### src/design/mwf_pkg.sv
package mwf_pkg;

  // field widths fixed by the item format
  localparam int unsigned CoordW      = 6;
  localparam int unsigned WallsW      = 64;
  localparam int unsigned SideDefault = 64;

  typedef logic [CoordW-1:0] coord_t;
  typedef logic [CoordW:0]   coord_sum_t;
  typedef logic [1:0]        dir_t;

  // reset values of the configuration registers
  localparam coord_t StartXReset = 6'd61;
  localparam coord_t StartYReset = 6'd61;
  localparam coord_t GoalXReset  = 6'd1;
  localparam coord_t GoalYReset  = 6'd1;

  typedef enum logic [1:0] {
    OP_LOAD    = 2'd0,
    OP_STEP    = 2'd1,
    OP_RESTART = 2'd2
  } op_e;

  typedef enum logic [1:0] {
    CFG_START_X = 2'd0,
    CFG_START_Y = 2'd1,
    CFG_GOAL_X  = 2'd2,
    CFG_GOAL_Y  = 2'd3
  } cfg_idx_e;

  typedef enum logic [1:0] {
    DIR_UP    = 2'd0,
    DIR_RIGHT = 2'd1,
    DIR_DOWN  = 2'd2,
    DIR_LEFT  = 2'd3
  } dir_e;

  // input transaction
  typedef struct packed {
    logic [1:0]        op;
    coord_t            row_index;
    logic [WallsW-1:0] row_walls;
  } cmd_t;

  // result transaction
  typedef struct packed {
    coord_t     pos_x;
    coord_t     pos_y;
    logic [1:0] heading;
    logic       found;
  } res_t;

  // microcode fields
  typedef enum logic [1:0] {
    RD_UP   = 2'd0,
    RD_MID  = 2'd1,
    RD_DOWN = 2'd2
  } rd_sel_e;

  typedef enum logic [1:0] {
    CAP_NONE = 2'd0,
    CAP_UP   = 2'd1,
    CAP_MID  = 2'd2
  } cap_e;

  typedef enum logic {
    COND_NEVER = 1'b0,
    COND_GOAL  = 1'b1
  } cond_e;

  typedef logic [2:0] upc_t;

  typedef struct packed {
    logic    mem_we;
    logic    restart;
    rd_sel_e rd_sel;
    cap_e    cap;
    logic    move;
    cond_e   cond;
    upc_t    target;
    logic    last;
  } uc_word_t;

  // program entry points and steps
  localparam upc_t UA_END     = 3'd0;
  localparam upc_t UA_LOAD    = 3'd1;
  localparam upc_t UA_RESTART = 3'd2;
  localparam upc_t UA_STEP0   = 3'd3;
  localparam upc_t UA_STEP1   = 3'd4;
  localparam upc_t UA_STEP2   = 3'd5;
  localparam upc_t UA_STEP3   = 3'd6;

  localparam uc_word_t UC_IDLE = '{
    mem_we:  1'b0,
    restart: 1'b0,
    rd_sel:  RD_MID,
    cap:     CAP_NONE,
    move:    1'b0,
    cond:    COND_NEVER,
    target:  UA_END,
    last:    1'b0
  };

  // control store
  function automatic uc_word_t uc_rom(upc_t addr);
    uc_word_t w;
    w = UC_IDLE;
    unique case (addr)
      UA_END: begin
        w.last = 1'b1;
      end
      UA_LOAD: begin
        w.mem_we = 1'b1;
        w.last   = 1'b1;
      end
      UA_RESTART: begin
        w.restart = 1'b1;
        w.last    = 1'b1;
      end
      UA_STEP0: begin
        w.rd_sel = RD_UP;
        w.cond   = COND_GOAL;
        w.target = UA_END;
      end
      UA_STEP1: begin
        w.cap    = CAP_UP;
        w.rd_sel = RD_MID;
      end
      UA_STEP2: begin
        w.cap    = CAP_MID;
        w.rd_sel = RD_DOWN;
      end
      UA_STEP3: begin
        w.move = 1'b1;
        w.last = 1'b1;
      end
      default: begin
        w.last = 1'b1;
      end
    endcase
    return w;
  endfunction

endpackage

### src/design/mwf_maze_mem.sv
module mwf_maze_mem #(
  parameter int unsigned Side = mwf_pkg::SideDefault
) (
  input  logic                    clk_i,
  input  logic                    we_i,
  input  logic [$clog2(Side)-1:0] waddr_i,
  input  logic [Side-1:0]         wdata_i,
  input  logic [$clog2(Side)-1:0] raddr_i,
  output logic [Side-1:0]         rdata_o
);

  logic [Side-1:0] mem_q [Side];
  logic [Side-1:0] rdata_q;

  // one write port
  always_ff @(posedge clk_i) begin
    if (we_i) begin
      mem_q[waddr_i] <= wdata_i;
    end
  end

  // one registered read port
  always_ff @(posedge clk_i) begin
    rdata_q <= mem_q[raddr_i];
  end

  assign rdata_o = rdata_q;

endmodule

### src/design/mwf_sequencer.sv
module mwf_sequencer (
  input  logic               clk_i,
  input  logic               rst_ni,
  input  logic               start_i,
  input  logic [1:0]         op_i,
  input  logic               goal_i,
  output logic               busy_o,
  output logic               done_o,
  output mwf_pkg::uc_word_t  ctrl_o
);

  mwf_pkg::upc_t     upc_q, upc_d;
  logic              busy_q, busy_d;
  logic              done_q, done_d;
  mwf_pkg::uc_word_t word;
  mwf_pkg::upc_t     entry;

  // control word of the current step
  assign word = mwf_pkg::uc_rom(upc_q);

  // entry point for the accepted op
  always_comb begin
    unique case (op_i)
      mwf_pkg::OP_LOAD:    entry = mwf_pkg::UA_LOAD;
      mwf_pkg::OP_STEP:    entry = mwf_pkg::UA_STEP0;
      mwf_pkg::OP_RESTART: entry = mwf_pkg::UA_RESTART;
      default:             entry = mwf_pkg::UA_END;
    endcase
  end

  // step counter with conditional jump
  always_comb begin
    upc_d  = upc_q;
    busy_d = busy_q;
    done_d = 1'b0;
    if (busy_q) begin
      if (word.last) begin
        busy_d = 1'b0;
        done_d = 1'b1;
      end else if (word.cond == mwf_pkg::COND_GOAL && goal_i) begin
        upc_d = word.target;
      end else begin
        upc_d = upc_q + 3'd1;
      end
    end else if (start_i) begin
      busy_d = 1'b1;
      upc_d  = entry;
    end
  end

  always_ff @(posedge clk_i or negedge rst_ni) begin
    if (!rst_ni) begin
      upc_q  <= mwf_pkg::UA_END;
      busy_q <= 1'b0;
      done_q <= 1'b0;
    end else begin
      upc_q  <= upc_d;
      busy_q <= busy_d;
      done_q <= done_d;
    end
  end

  assign ctrl_o = busy_q ? word : mwf_pkg::UC_IDLE;
  assign busy_o = busy_q;
  assign done_o = done_q;

endmodule

### src/design/mwf_datapath.sv
module mwf_datapath #(
  parameter int unsigned Side = mwf_pkg::SideDefault
) (
  input  logic              clk_i,
  input  logic              rst_ni,
  input  logic              accept_i,
  input  mwf_pkg::cmd_t     cmd_i,
  input  mwf_pkg::uc_word_t ctrl_i,
  input  mwf_pkg::coord_t   start_x_i,
  input  mwf_pkg::coord_t   start_y_i,
  input  mwf_pkg::coord_t   goal_x_i,
  input  mwf_pkg::coord_t   goal_y_i,
  output logic              goal_o,
  output mwf_pkg::res_t     res_o
);

  localparam int unsigned AddrW    = $clog2(Side);
  localparam int unsigned TblDepth = 2 ** (mwf_pkg::CoordW + 1);
  localparam mwf_pkg::coord_sum_t OffInc = mwf_pkg::coord_sum_t'(1);
  localparam mwf_pkg::coord_sum_t OffDec = mwf_pkg::coord_sum_t'(Side - 1);
  localparam mwf_pkg::coord_sum_t RowLim = mwf_pkg::coord_sum_t'(Side);

  // captured row write
  mwf_pkg::coord_t   row_index_q;
  logic [Side-1:0]   row_walls_q;

  // walker state
  mwf_pkg::coord_t   x_q, x_d;
  mwf_pkg::coord_t   y_q, y_d;
  mwf_pkg::dir_t     dir_q, dir_d;
  logic              goal_q, goal_d;

  // captured wall bits
  logic              wall_up_q, wall_lf_q, wall_rt_q;

  // wrap table and neighbor coordinates
  mwf_pkg::coord_t   mod_tbl [TblDepth];
  mwf_pkg::coord_t   x_mid, x_lf, x_rt, y_mid, y_up, y_dn;

  logic              mem_we;
  logic [AddrW-1:0]  raddr;
  logic [Side-1:0]   rdata;

  logic [3:0]        walls;
  mwf_pkg::dir_t     d_rt, d1, d1_lf, d2, d2_bk, d3;
  mwf_pkg::coord_t   new_x, new_y;

  // coordinate reduction table built at elaboration
  for (genvar i = 0; i < TblDepth; i++) begin : g_mod
    localparam int unsigned ModVal = i % Side;
    assign mod_tbl[i] = mwf_pkg::coord_t'(ModVal);
  end

  assign x_mid = mod_tbl[{1'b0, x_q}];
  assign y_mid = mod_tbl[{1'b0, y_q}];
  assign x_rt  = mod_tbl[{1'b0, x_q} + OffInc];
  assign x_lf  = mod_tbl[{1'b0, x_q} + OffDec];
  assign y_dn  = mod_tbl[{1'b0, y_q} + OffInc];
  assign y_up  = mod_tbl[{1'b0, y_q} + OffDec];

  // payload capture at acceptance
  always_ff @(posedge clk_i) begin
    if (accept_i) begin
      row_index_q <= cmd_i.row_index;
      row_walls_q <= cmd_i.row_walls[Side-1:0];
    end
  end

  // maze row store
  assign mem_we = ctrl_i.mem_we && ({1'b0, row_index_q} < RowLim);

  always_comb begin
    unique case (ctrl_i.rd_sel)
      mwf_pkg::RD_UP:   raddr = y_up[AddrW-1:0];
      mwf_pkg::RD_DOWN: raddr = y_dn[AddrW-1:0];
      default:          raddr = y_mid[AddrW-1:0];
    endcase
  end

  mwf_maze_mem #(
    .Side(Side)
  ) u_maze_mem (
    .clk_i  (clk_i),
    .we_i   (mem_we),
    .waddr_i(row_index_q[AddrW-1:0]),
    .wdata_i(row_walls_q),
    .raddr_i(raddr),
    .rdata_o(rdata)
  );

  // wall bit capture from returned rows
  always_ff @(posedge clk_i) begin
    if (ctrl_i.cap == mwf_pkg::CAP_UP) begin
      wall_up_q <= rdata[x_mid[AddrW-1:0]];
    end
    if (ctrl_i.cap == mwf_pkg::CAP_MID) begin
      wall_lf_q <= rdata[x_lf[AddrW-1:0]];
      wall_rt_q <= rdata[x_rt[AddrW-1:0]];
    end
  end

  // right-hand rule, walls indexed by absolute heading
  assign walls = {wall_lf_q, rdata[x_mid[AddrW-1:0]], wall_rt_q, wall_up_q};
  assign d_rt  = dir_q + 2'd1;
  assign d1    = walls[d_rt] ? dir_q : d_rt;
  assign d1_lf = d1 + 2'd3;
  assign d2    = walls[d1_lf] ? d1 : d1_lf;
  assign d2_bk = d2 + 2'd2;
  assign d3    = walls[d1] ? (walls[d2_bk] ? d2 : d2_bk) : d1;

  // next cell for the chosen heading
  always_comb begin
    unique case (mwf_pkg::dir_e'(d3))
      mwf_pkg::DIR_UP: begin
        new_x = x_mid;
        new_y = y_up;
      end
      mwf_pkg::DIR_RIGHT: begin
        new_x = x_rt;
        new_y = y_mid;
      end
      mwf_pkg::DIR_DOWN: begin
        new_x = x_mid;
        new_y = y_dn;
      end
      mwf_pkg::DIR_LEFT: begin
        new_x = x_lf;
        new_y = y_mid;
      end
    endcase
  end

  // walker state update
  always_comb begin
    x_d    = x_q;
    y_d    = y_q;
    dir_d  = dir_q;
    goal_d = goal_q;
    if (ctrl_i.restart) begin
      x_d    = start_x_i;
      y_d    = start_y_i;
      dir_d  = mwf_pkg::DIR_UP;
      goal_d = 1'b0;
    end else if (ctrl_i.move) begin
      x_d    = new_x;
      y_d    = new_y;
      dir_d  = d3;
      goal_d = (new_x == goal_x_i) && (new_y == goal_y_i);
    end
  end

  always_ff @(posedge clk_i or negedge rst_ni) begin
    if (!rst_ni) begin
      x_q    <= mwf_pkg::StartXReset;
      y_q    <= mwf_pkg::StartYReset;
      dir_q  <= mwf_pkg::DIR_UP;
      goal_q <= 1'b0;
    end else begin
      x_q    <= x_d;
      y_q    <= y_d;
      dir_q  <= dir_d;
      goal_q <= goal_d;
    end
  end

  assign goal_o        = goal_q;
  assign res_o.pos_x   = x_q;
  assign res_o.pos_y   = y_q;
  assign res_o.heading = dir_q;
  assign res_o.found   = goal_q;

endmodule

### src/design/maze_wall_follower_step.sv
// Right-hand wall follower on a Side x Side grid maze.
// Command channel: drive cmd_i and raise start_i; the transaction is taken at
// a rising edge with start_i high and busy_o low. op 0 writes one maze row,
// op 1 takes one step, op 2 puts the walker back at the start cell facing up.
// Result channel: done_o is high for exactly one cycle and res_o holds the
// walker position, heading and goal flag in that cycle; the receiver must take
// it then, as it cannot hold results off.
// Config channel: cfg_valid_i/cfg_ready_o with cfg_index_i and cfg_data_i set
// start and goal cells; ready is always high. Write only while idle.
// Timing: a control store runs one microword per cycle; done_o rises in the
// cycle after the last one. Row load, restart and op 3 run only their entry
// microword, a step once the goal is reached runs UA_STEP0 then UA_END, and a
// walking step runs UA_STEP0 to UA_STEP3, since the maze store has a single
// registered read port and a step reads three rows (above, own, below). A new
// command is taken in the cycle done_o is high.
// Reset: walker at (61, 61) facing up, goal flag clear, start (61, 61) and
// goal (1, 1). Maze rows are undefined until written.
module maze_wall_follower_step #(
  parameter int unsigned Side = mwf_pkg::SideDefault
) (
  input  logic            clk_i,
  input  logic            rst_ni,
  input  logic            start_i,
  output logic            busy_o,
  input  mwf_pkg::cmd_t   cmd_i,
  output logic            done_o,
  output mwf_pkg::res_t   res_o,
  input  logic            cfg_valid_i,
  output logic            cfg_ready_o,
  input  logic [1:0]      cfg_index_i,
  input  mwf_pkg::coord_t cfg_data_i
);

  logic              accept;
  logic              goal;
  mwf_pkg::uc_word_t ctrl;

  mwf_pkg::coord_t   start_x_q, start_y_q, goal_x_q, goal_y_q;

  assign accept      = start_i && !busy_o;
  assign cfg_ready_o = 1'b1;

  // configuration registers
  always_ff @(posedge clk_i or negedge rst_ni) begin
    if (!rst_ni) begin
      start_x_q <= mwf_pkg::StartXReset;
      start_y_q <= mwf_pkg::StartYReset;
      goal_x_q  <= mwf_pkg::GoalXReset;
      goal_y_q  <= mwf_pkg::GoalYReset;
    end else if (cfg_valid_i && cfg_ready_o) begin
      unique case (mwf_pkg::cfg_idx_e'(cfg_index_i))
        mwf_pkg::CFG_START_X: start_x_q <= cfg_data_i;
        mwf_pkg::CFG_START_Y: start_y_q <= cfg_data_i;
        mwf_pkg::CFG_GOAL_X:  goal_x_q  <= cfg_data_i;
        mwf_pkg::CFG_GOAL_Y:  goal_y_q  <= cfg_data_i;
      endcase
    end
  end

  // microcode sequencer
  mwf_sequencer u_sequencer (
    .clk_i  (clk_i),
    .rst_ni (rst_ni),
    .start_i(start_i),
    .op_i   (cmd_i.op),
    .goal_i (goal),
    .busy_o (busy_o),
    .done_o (done_o),
    .ctrl_o (ctrl)
  );

  // walker datapath and maze store
  mwf_datapath #(
    .Side(Side)
  ) u_datapath (
    .clk_i    (clk_i),
    .rst_ni   (rst_ni),
    .accept_i (accept),
    .cmd_i    (cmd_i),
    .ctrl_i   (ctrl),
    .start_x_i(start_x_q),
    .start_y_i(start_y_q),
    .goal_x_i (goal_x_q),
    .goal_y_i (goal_y_q),
    .goal_o   (goal),
    .res_o    (res_o)
  );

  // a result only ends a running program
  a_done_after_busy: assert property (@(posedge clk_i) disable iff (!rst_ni)
    done_o |-> $past(busy_o))
    else $error("result strobe without a running program");

  // accepted command starts the program
  a_accept_busy: assert property (@(posedge clk_i) disable iff (!rst_ni)
    accept |=> busy_o)
    else $error("accepted command did not start the sequencer");

  // one strobe per transaction
  a_done_pulse: assert property (@(posedge clk_i) disable iff (!rst_ni)
    done_o |=> !done_o)
    else $error("result strobe longer than one cycle");

  // walker state only changes under microcode
  a_idle_stable: assert property (@(posedge clk_i) disable iff (!rst_ni)
    !busy_o |=> $stable(res_o))
    else $error("walker state changed while idle");

endmodule

### config.mk
export PLATFORM = sky130hd
export DESIGN_NAME = maze_wall_follower_step
export DESIGN_NICKNAME = d
export VERILOG_FILES = /design/src/design/mwf_pkg.sv /design/src/design/mwf_maze_mem.sv /design/src/design/mwf_sequencer.sv /design/src/design/mwf_datapath.sv /design/src/design/maze_wall_follower_step.sv
export SDC_FILE = /design/constraint.sdc
export NUM_CORES = 2
export LEC_CHECK = 0
export BUFFER_PORTS_ARGS = -buffer_cell sky130_fd_sc_hd__buf_2
export CORE_MARGIN = 1
export CORE_UTILIZATION = 57
export DETAILED_ROUTE_END_ITERATION = 6
export HOLD_SLACK_MARGIN = 0.15
export PLACE_DENSITY_LB_ADDON = 0.2
export SYNTH_ARGS = -nofsm -noshare
export SYNTH_HDL_FRONTEND = slang
export SYNTH_SLANG_ARGS = --single-unit
### constraint.sdc
create_clock -name clk_i -period 4.9 [get_ports clk_i]
set_input_delay 0.98 -clock clk_i [delete_from_list [all_inputs] [get_ports clk_i]]
set_output_delay 0.98 -clock clk_i [all_outputs]
set_load 0.02 [all_outputs]
# --- After elaboration in Yosys (flattened, before gate mapping) ---
# Memories as Yosys holds them, arrays and structs flattened. A register that Yosys moved wholly into a read port is not among the register bits.
# Index checks and enable logic that the tools add are counted.
# W data, S select, Z words.
word_totals:
  ff_bits: 117
  ramBits: 4096
  romBits: 4608
  input_bits: 84
  out_inout_bits: 18
  wordCells: 148
  mem_count: 7
mem_list:
  columns: ["name", "words", "width", "rd", "rd_clocked_by_memory_dff", "wr", "line_no", "text"]
  rows:
  - ["u_datapath.u_maze_mem.mem_q", 64, 64, 1, 1, 1, "mwf_maze_mem.sv:12", "logic [Side-1:0] mem_q [Side];"]
  - ["(name not given)", 128, 6, 1, 0, 0, "mwf_datapath.sv:56", "assign x_rt = mod_tbl[{1'b0, x_q} + OffInc];"]
  - ["(name not given)", 128, 6, 1, 0, 0, "mwf_datapath.sv:54", "assign x_mid = mod_tbl[{1'b0, x_q}];"]
  - ["(name not given)", 128, 6, 1, 0, 0, "mwf_datapath.sv:57", "assign x_lf = mod_tbl[{1'b0, x_q} + OffDec];"]
  - ["(name not given)", 128, 6, 1, 0, 0, "mwf_datapath.sv:55", "assign y_mid = mod_tbl[{1'b0, y_q}];"]
  - ["(name not given)", 128, 6, 1, 0, 0, "mwf_datapath.sv:58", "assign y_dn = mod_tbl[{1'b0, y_q} + OffInc];"]
  - ["1 more memories", null, null, null, null, null, null, null]
classes:
  addsub: 8
  magnitude_cmp: 13
  eq_ne: 20
  muxes: 60
  n_bitwise: 6
  n_reduce_logical: 18
ops:
  columns: ["operator", "count"]
  rows:
  - ["$mux W6", 16]
  - ["$ge A8 B8 Y1 const B", 6]
  - ["$pmux W6 S3", 2]
  - ["$not A7 Y8", 4]
  - ["$lt A6 B7 Y1 const B", 3]
  - ["$mux W1", 19]
  - ["$bmux W1 S6", 3]
  - ["$not A6 Y8", 2]
  - ["$add A6 B1 Y7 const B", 2]
  - ["$add A6 B6 Y7 const B", 2]
  - ["$eq A2 B2 Y1 const B", 7]
  - ["$eq A6 B6 Y1", 2]
  - ["$lt A2 B3 Y1 const B", 4]
  - ["$mux W12", 1]
  - ["$mux W2", 6]
  - ["$mux W3", 4]
  - ["$pmux W6 S2", 1]
  - ["$reduce_and A2 Y1", 5]
  - ["$eq A3 B3 Y1 const B", 3]
  - ["$bmux W1 S2", 4]
  - ["$eq A2 B1 Y1 const B", 4]
  - ["$logic_not A2 Y1", 4]
  - ["$pmux W2 S2", 2]
  - ["$eq A3 B2 Y1 const B", 2]
  - ["other kinds (12)", 17]

# --- Logic depth before layout (Yosys ltp) ---
depth:
  ltp_word: 25
  depth_mapped: 16
  depth_no_buf: 12

# --- Modules after synthesis ---
# Synthesis repeated with hierarchy kept, for this count alone.
unflattened:
  hier_cells: 7117
  hier_area_um2: 163287.9
by_module_without_submodules:
  columns: ["mod", "n_inst", "cells_each", "area_each_um2", "seq_area_each_um2"]
  rows:
  - ["mwf_maze_mem", 1, 6598, 156348.7, 124279.2]
  - ["mwf_datapath", 1, 417, 5536.6, 2580.0]
  - ["maze_wall_follower_step", 1, 55, 949.7, 615.6]
  - ["mwf_sequencer", 1, 47, 452.9, 125.1]

# --- Worst setup path before layout ---
# OpenSTA, ideal clock, no wires.
synth_timing:
  path_kind: "reg-to-reg"
  from: "register u_datapath.x_q[0]"
  to: "register u_datapath.wall_lf_q (data pin)"
  setup_time_ns: 0.263
  arrival_time_ns: 4.639
  required_ns: 4.637
  path_slack_ns: -0.002
  path_stages_with_launch: 16
  n_path_buf: 8
  period_less_slack_ns: 4.902
  path_cell_list: "dfstp_2 buf_6 buf_6 buf_6 buf_1 clkbuf_1 inv_1 ha_1 clkbuf_1 buf_1 clkbuf_1 mux4_2 mux4_2 mux2_2 nand2_1 o21ai_0"
synth_between:
  elab_chain_cells: 7
synth_lines:
  columns: ["item", "line_no", "text"]
  rows:
  - ["start: declaration", "mwf_datapath.sv:28", "mwf_pkg::coord_t x_q, x_d;"]
  - ["start signal: assignment", "mwf_datapath.sv:154", "x_q <= mwf_pkg::StartXReset;"]
  - ["$add A6 B6 Y7", "mwf_datapath.sv:57", null]
  - ["$not A7 Y8 (not written as such)", "mwf_datapath.sv:57", null]
  - ["$mem_v2 Z128 W6", null, null]
  - ["$mux W6 (not written as such) (2 in series)", "mwf_datapath.sv:57", null]
  - ["$bmux W1 S6", "mwf_datapath.sv:97", "wall_lf_q <= rdata[x_lf[AddrW-1:0]];"]
  - ["$mux W1 (not written as such)", "mwf_datapath.sv:97", null]
  - ["end signal: assignment", "mwf_datapath.sv:97", null]
  - ["end: declaration", "mwf_datapath.sv:34", "logic wall_up_q, wall_lf_q, wall_rt_q;"]
# Every way passes these cells. The select of a mux whose other input is x is not followed.
# A chain may end at the register's enable or synchronous reset.

# --- Final worst setup path ---
layout_timing:
  from: "register u_datapath.y_q[0]"
  to: "register u_datapath.u_maze_mem.rdata_q[1], in the netlist u_datapath.u_maze_mem.rdata_o[1], read port of u_datapath.u_maze_mem.mem_q"
layout_between:
  elab_chain_cells: 6
  word_cells_on_any_way: 15
  cone_classes: "add/sub (2); mux (7); bitwise (3); memory (3)"
layout_lines:
  columns: ["item", "line_no", "text"]
  rows:
  - ["start: declaration", "mwf_datapath.sv:29", "mwf_pkg::coord_t y_q, y_d;"]
  - ["start signal: assignment", "mwf_datapath.sv:155", "y_q <= mwf_pkg::StartYReset;"]
  - ["start signal: assignment", "mwf_datapath.sv:160", "y_q <= y_d;"]
  - ["$add A6 B1 Y7 or $add A6 B6 Y7 (tied branches)", "mwf_datapath.sv:58, mwf_datapath.sv:59", null]
  - ["$not A7 Y8, on equally long branches", "mwf_datapath.sv:58, mwf_datapath.sv:59", null]
  - ["$mem_v2 Z128 W6, on equally long branches", null, null]
  - ["$mux W6, on equally long branches (2 in series)", "mwf_datapath.sv:58, mwf_datapath.sv:59", null]
  - ["$pmux W6 S2 *", "mwf_datapath.sv:73", "unique case (ctrl_i.rd_sel)"]
  - ["end: declaration", "mwf_maze_mem.sv:13", "logic [Side-1:0] rdata_q;"]
# Every way passes the cells marked *; elsewhere a longest branch is shown, timed or not. The select of a mux whose other input is x is not followed.

==> flow_metrics.env <==
export IMPL_setup_tns_ns=0
export IMPL_cts_root_buf="clkbuf_16"
export IMPL_grt_pass1_wl_um=638000
export IMPL_synth_warnings=0
export IMPL_initial_core_util=0.574
export IMPL_crit_chain="inv_1, ha_1, o21ai_0, a21oi_1, a2bb2oi_4, buf_12, buf_12, buf_12, buf_12, buf_4, mux4_2, mux2i_1, a211oi_1, a21oi_1, a21oi_1"
export IMPL_synthFlopType="edfxtp_1"
export IMPL_clock_sinks=4277
export IMPL_path_class="reg2reg"
export IMPL_n_fill_cell=18300
export IMPL_yosysSeqAreaShare=0.772
export IMPL_status="finished, final reports clean"
export IMPL_drive_above_1_share=0.277
export IMPL_ff_latch_area_um2=128000
export IMPL_clock_latency_ns=0.98
export IMPL_max_freq_mhz=222
export IMPL_cts_max_level=5
export IMPL_end_kind="register"
export IMPL_p_clk_frac=0.267
export IMPL_yosys_top_cells_count="edfxtp_1, mux4_2, a211oi_1, clkbuf_1, mux2i_1"
export IMPL_overflow=0
export IMPL_drc=0
export IMPL_irDropWorstVdd_v=0.000798
export IMPL_synth_distinct_cells=69
export IMPL_cts_tree="built"
export IMPL_rsz0062_at_grt="false"
export IMPL_post_drt_wl_per_cell_um=37.8
export IMPL_final_max_slew_viol_count=0
export IMPL_grt_pass1_vias=83000
export IMPL_syn_nets=7564
export IMPL_path_clk_slew_ns=0.06
export IMPL_yosys_area_top_type_share=0.758
export IMPL_avgSynthCellArea_um2=22.1
export IMPL_dp_hpwl_um=237000
export IMPL_core_area_um2=288000
export IMPL_period_share=0.920
export IMPL_rr_worst_depth=15
export IMPL_cts_buffer_depth=4
export IMPL_place_congestion=0.849
export IMPL_crit_buf_inv=6
export IMPL_die_x_um=540
export IMPL_period_needed_ns=4.51
export IMPL_seqPwrFrac=0.367
export IMPL_vias=84400
export IMPL_p_int_uw=80900
export IMPL_finalSetupViolations=0
export IMPL_antenna_found_initial=14
export IMPL_cts_buffers=420
export IMPL_drv_cap=0
export IMPL_power_density_nw_per_um2=631
export IMPL_worst_path_stages=15
export IMPL_min_path_cells=1
export IMPL_yosysMostFrequentCell="edfxtp_1"
export IMPL_detail_route_vias_per_cell=6.95
export IMPL_die_height_um=540
export IMPL_slowest_stage="dfstp_2"
export IMPL_antenna_left=0
export IMPL_multi_input_area_um2=36300
export IMPL_synthTopCellsByArea="edfxtp_1, mux4_2, a211oi_1"
export IMPL_crit_top_cell="buf_12"
export IMPL_tightest_slew_ns=1.12
export IMPL_synth_cell_area_um2=165000
export IMPL_p_leak_uw=0.0593
export IMPL_slew_headroom=0.254
export IMPL_crit_arrival_ns=5.29
export IMPL_required_ns=5.68
export IMPL_ys_ff_latch=4277
export IMPL_final_core_util=0.653
export IMPL_worstHoldPathType="in2reg"
export IMPL_crit_path_start_kind="register"
export IMPL_drt_initial_drc_count=13500
export IMPL_synth_edf_count=4169
export IMPL_path_max_fanout=20
export IMPL_die_area_um2=292000
export IMPL_switchingPower_uw=37700
export IMPL_skew_ns=0.0774
export IMPL_switching_share=0.318
export IMPL_io_buffers=100
export IMPL_ios=102
export IMPL_yosysTopAreaCell="edfxtp_1"
export IMPL_p_comb_frac=0.366
export IMPL_grt_max_degree=130
export IMPL_synthArstFlopShare=0.0103
export IMPL_hold_viol_final=0
export IMPL_routed_wirelength_um=459000
export IMPL_grt_usage=0.316
export IMPL_cp_top_family="compound AO/OA/AOI/OAI gates"
export IMPL_first_pass_iters=6
export IMPL_critical_path_max_stage_delay_ns=0.60
export IMPL_areaGrowthSynthToFinish_pct=13.8
export IMPL_rows=197
export IMPL_netlist_instances=7469
export IMPL_nets=8093
-- area by class of cell --
type / count / share of cell area
flip-flops and latches: 4277 / 0.678
multi-input cells: 2716 / 0.193
clock buffers: 554 / 0.0602
repair buffers: 563 / 0.0313
well taps: 3781 / 0.0251
clock inverters: 221 / 0.0116
inverters: 20 / 0.000399
diodes: 5 / 0.0000665
-- power by group through the flow --
stage	Combinational, uW	Sequential (uW)	Clock [uW]
floorplan	30900	44000	0
global placement	42900	44200	0
detailed placement	43300	44200	0
CTS	43500	43500	32000
global route	46100	43500	33300
finish	43400	43600	31700
-- registers in the layout (all words and copies together) (netlist names) --
signal,cells
goal_x_q,6
u_datapath.u_maze_mem.mem_q,4096
u_datapath.goal_o,1
start_x_q,6
u_sequencer.busy_o,1
u_datapath.x_q,6
u_datapath.wall_rt_q,1
u_datapath.row_walls_q,64
u_datapath.wall_lf_q,1
u_datapath.wall_up_q,1
start_y_q,6
u_datapath.y_q,6
u_datapath.u_maze_mem.rdata_o,64
u_datapath.row_index_q,6
u_datapath.dir_q,2
goal_y_q,6
u_sequencer.upc_q,3
u_sequencer.done_o,1
-- through the flow --
| step | total power (uW) | instances | hold WS, ns | worst slack [ns] | cell area, um2 |
|---|---|---|---|---|---|
| after CTS | 119000 | 12100 | 0.151 | 0.221 | 188000 |
| final | 119000 | 12100 | 0.210 | 0.390 | 188000 |
| after detailed placement | 87500 | 11300 | 0.511 | 0.281 | 174000 |
| after global placement | 87100 | 11300 | 0.504 | 0.224 | 174000 |
| after floorplan | 74900 | 7469 | 0.474 | 0.218 | 165000 |
| after global routing | 123000 | 12100 | 0.180 | 0.219 | 188000 |
-- layout by cell type (no fill, tap or decap), types with 8 or more instances in the layout --
cell type / netlist / routed
a21oi_1: 279 / 279
nand2_1: 46 / 46
clkbuf_16: 0 / 422
edfxtp_1: 4169 / 4169
o21ai_0: 24 / 24
nor2_1: 87 / 23
dlygate4sd3_1: 0 / 53
clkinv_2: 0 / 76
nor2b_1: 262 / 261
clkinvlp_4: 0 / 8
mux2_2: 30 / 30
o22ai_1: 19 / 19
clkbuf_1: 297 / 105
buf_2: 108 / 100
dfxtp_1: 64 / 64
bufinv_16: 0 / 30
nor2_4: 0 / 64
dfrtp_1: 22 / 22
a211oi_1: 450 / 450
dfstp_2: 22 / 21
mux2i_1: 284 / 284
nand3b_1: 8 / 8
ha_1: 11 / 10
buf_12: 0 / 142
clkinv_1: 0 / 75
mux4_2: 1067 / 1067
nand3_1: 18 / 18
inv_1: 20 / 20
inv_16: 0 / 9
xnor2_1: 20 / 14
buf_4: 2 / 268
nor3_1: 8 / 8
clkbuf_8: 0 / 27
-- worst register-to-register path, stage by stage (launching register included) --
cell and delay (ns):
dfstp_2 0.60, inv_1 0.11, ha_1 0.45, o21ai_0 0.15
a21oi_1 0.23, a2bb2oi_4 0.25, buf_12 0.15, buf_12 0.17
buf_12 0.21, buf_12 0.23, buf_4 0.21, mux4_2 0.50
mux2i_1 0.31, a211oi_1 0.23, a21oi_1 0.41, a21oi_1 0.13
-- cell families (layout without fill, tap and decap cells) --
group	count (synthesis)	after routing	share of synthesized area
buffers and inverters	476	1358	0.0119
multiplexers	1387	1387	0.165
adder cells (fa/ha/maj)	12	12	0.000893
AND/OR/NAND/NOR	474	474	0.0159
XOR/XNOR	28	28	0.00148
AO/OA/AOI/OAI	814	814	0.0326
flip-flops	4277	4277	0.772
other	1	6	0.0000227
-- worst paths after layout --
path / from / end / slack, ns
setup / recovery: u_datapath.y_q[0]$_DFFE_PN1P_ / u_datapath.u_maze_mem.rdata_o[1]$_DFF_P_ / 0.39
hold / removal: cmd_i[15] / u_datapath.row_walls_q[15]$_DFFE_PP_ / 0.21
setup reg to reg: u_datapath.y_q[0]$_DFFE_PN1P_ / u_datapath.u_maze_mem.rdata_o[1]$_DFF_P_ / 0.39
hold reg to reg: start_x_q[1]$_DFFE_PN0P_ / start_x_q[1]$_DFFE_PN0P_ / 0.53
max in group asynchronous: rst_ni / u_datapath.dir_q[1]$_DFFE_PN0P_ / 3.52
min in group asynchronous: rst_ni / goal_y_q[3]$_DFFE_PN0P_ / 0.75
-- routing by layer --
| layer | vias up | wire length (um) | GRT usage |
|---|---|---|---|
| met1 | 45100 | 174000 | 0.458 |
| met5 | - | 0 | 0 |
| met4 | 0 | 16100 | 0.102 |
| met2 | 5566 | 215000 | 0.490 |
| li1 | 32800 | - | - |
| met3 | 892 | 53300 | 0.0628 |
-- timing repair --
| action | 4_1_cts | 5_1_grt |
|---|---|---|
| hold endpoints to repair | 65 | 0 |
| setup buffers | 0 | 3 |
| hold buffers | 53 | 0 |
| gates resized for setup | 0 | 0 |
| endpoints found under the setup margin | 0 | 2 |
No activity file was read; power rests on OpenSTA's default activity.
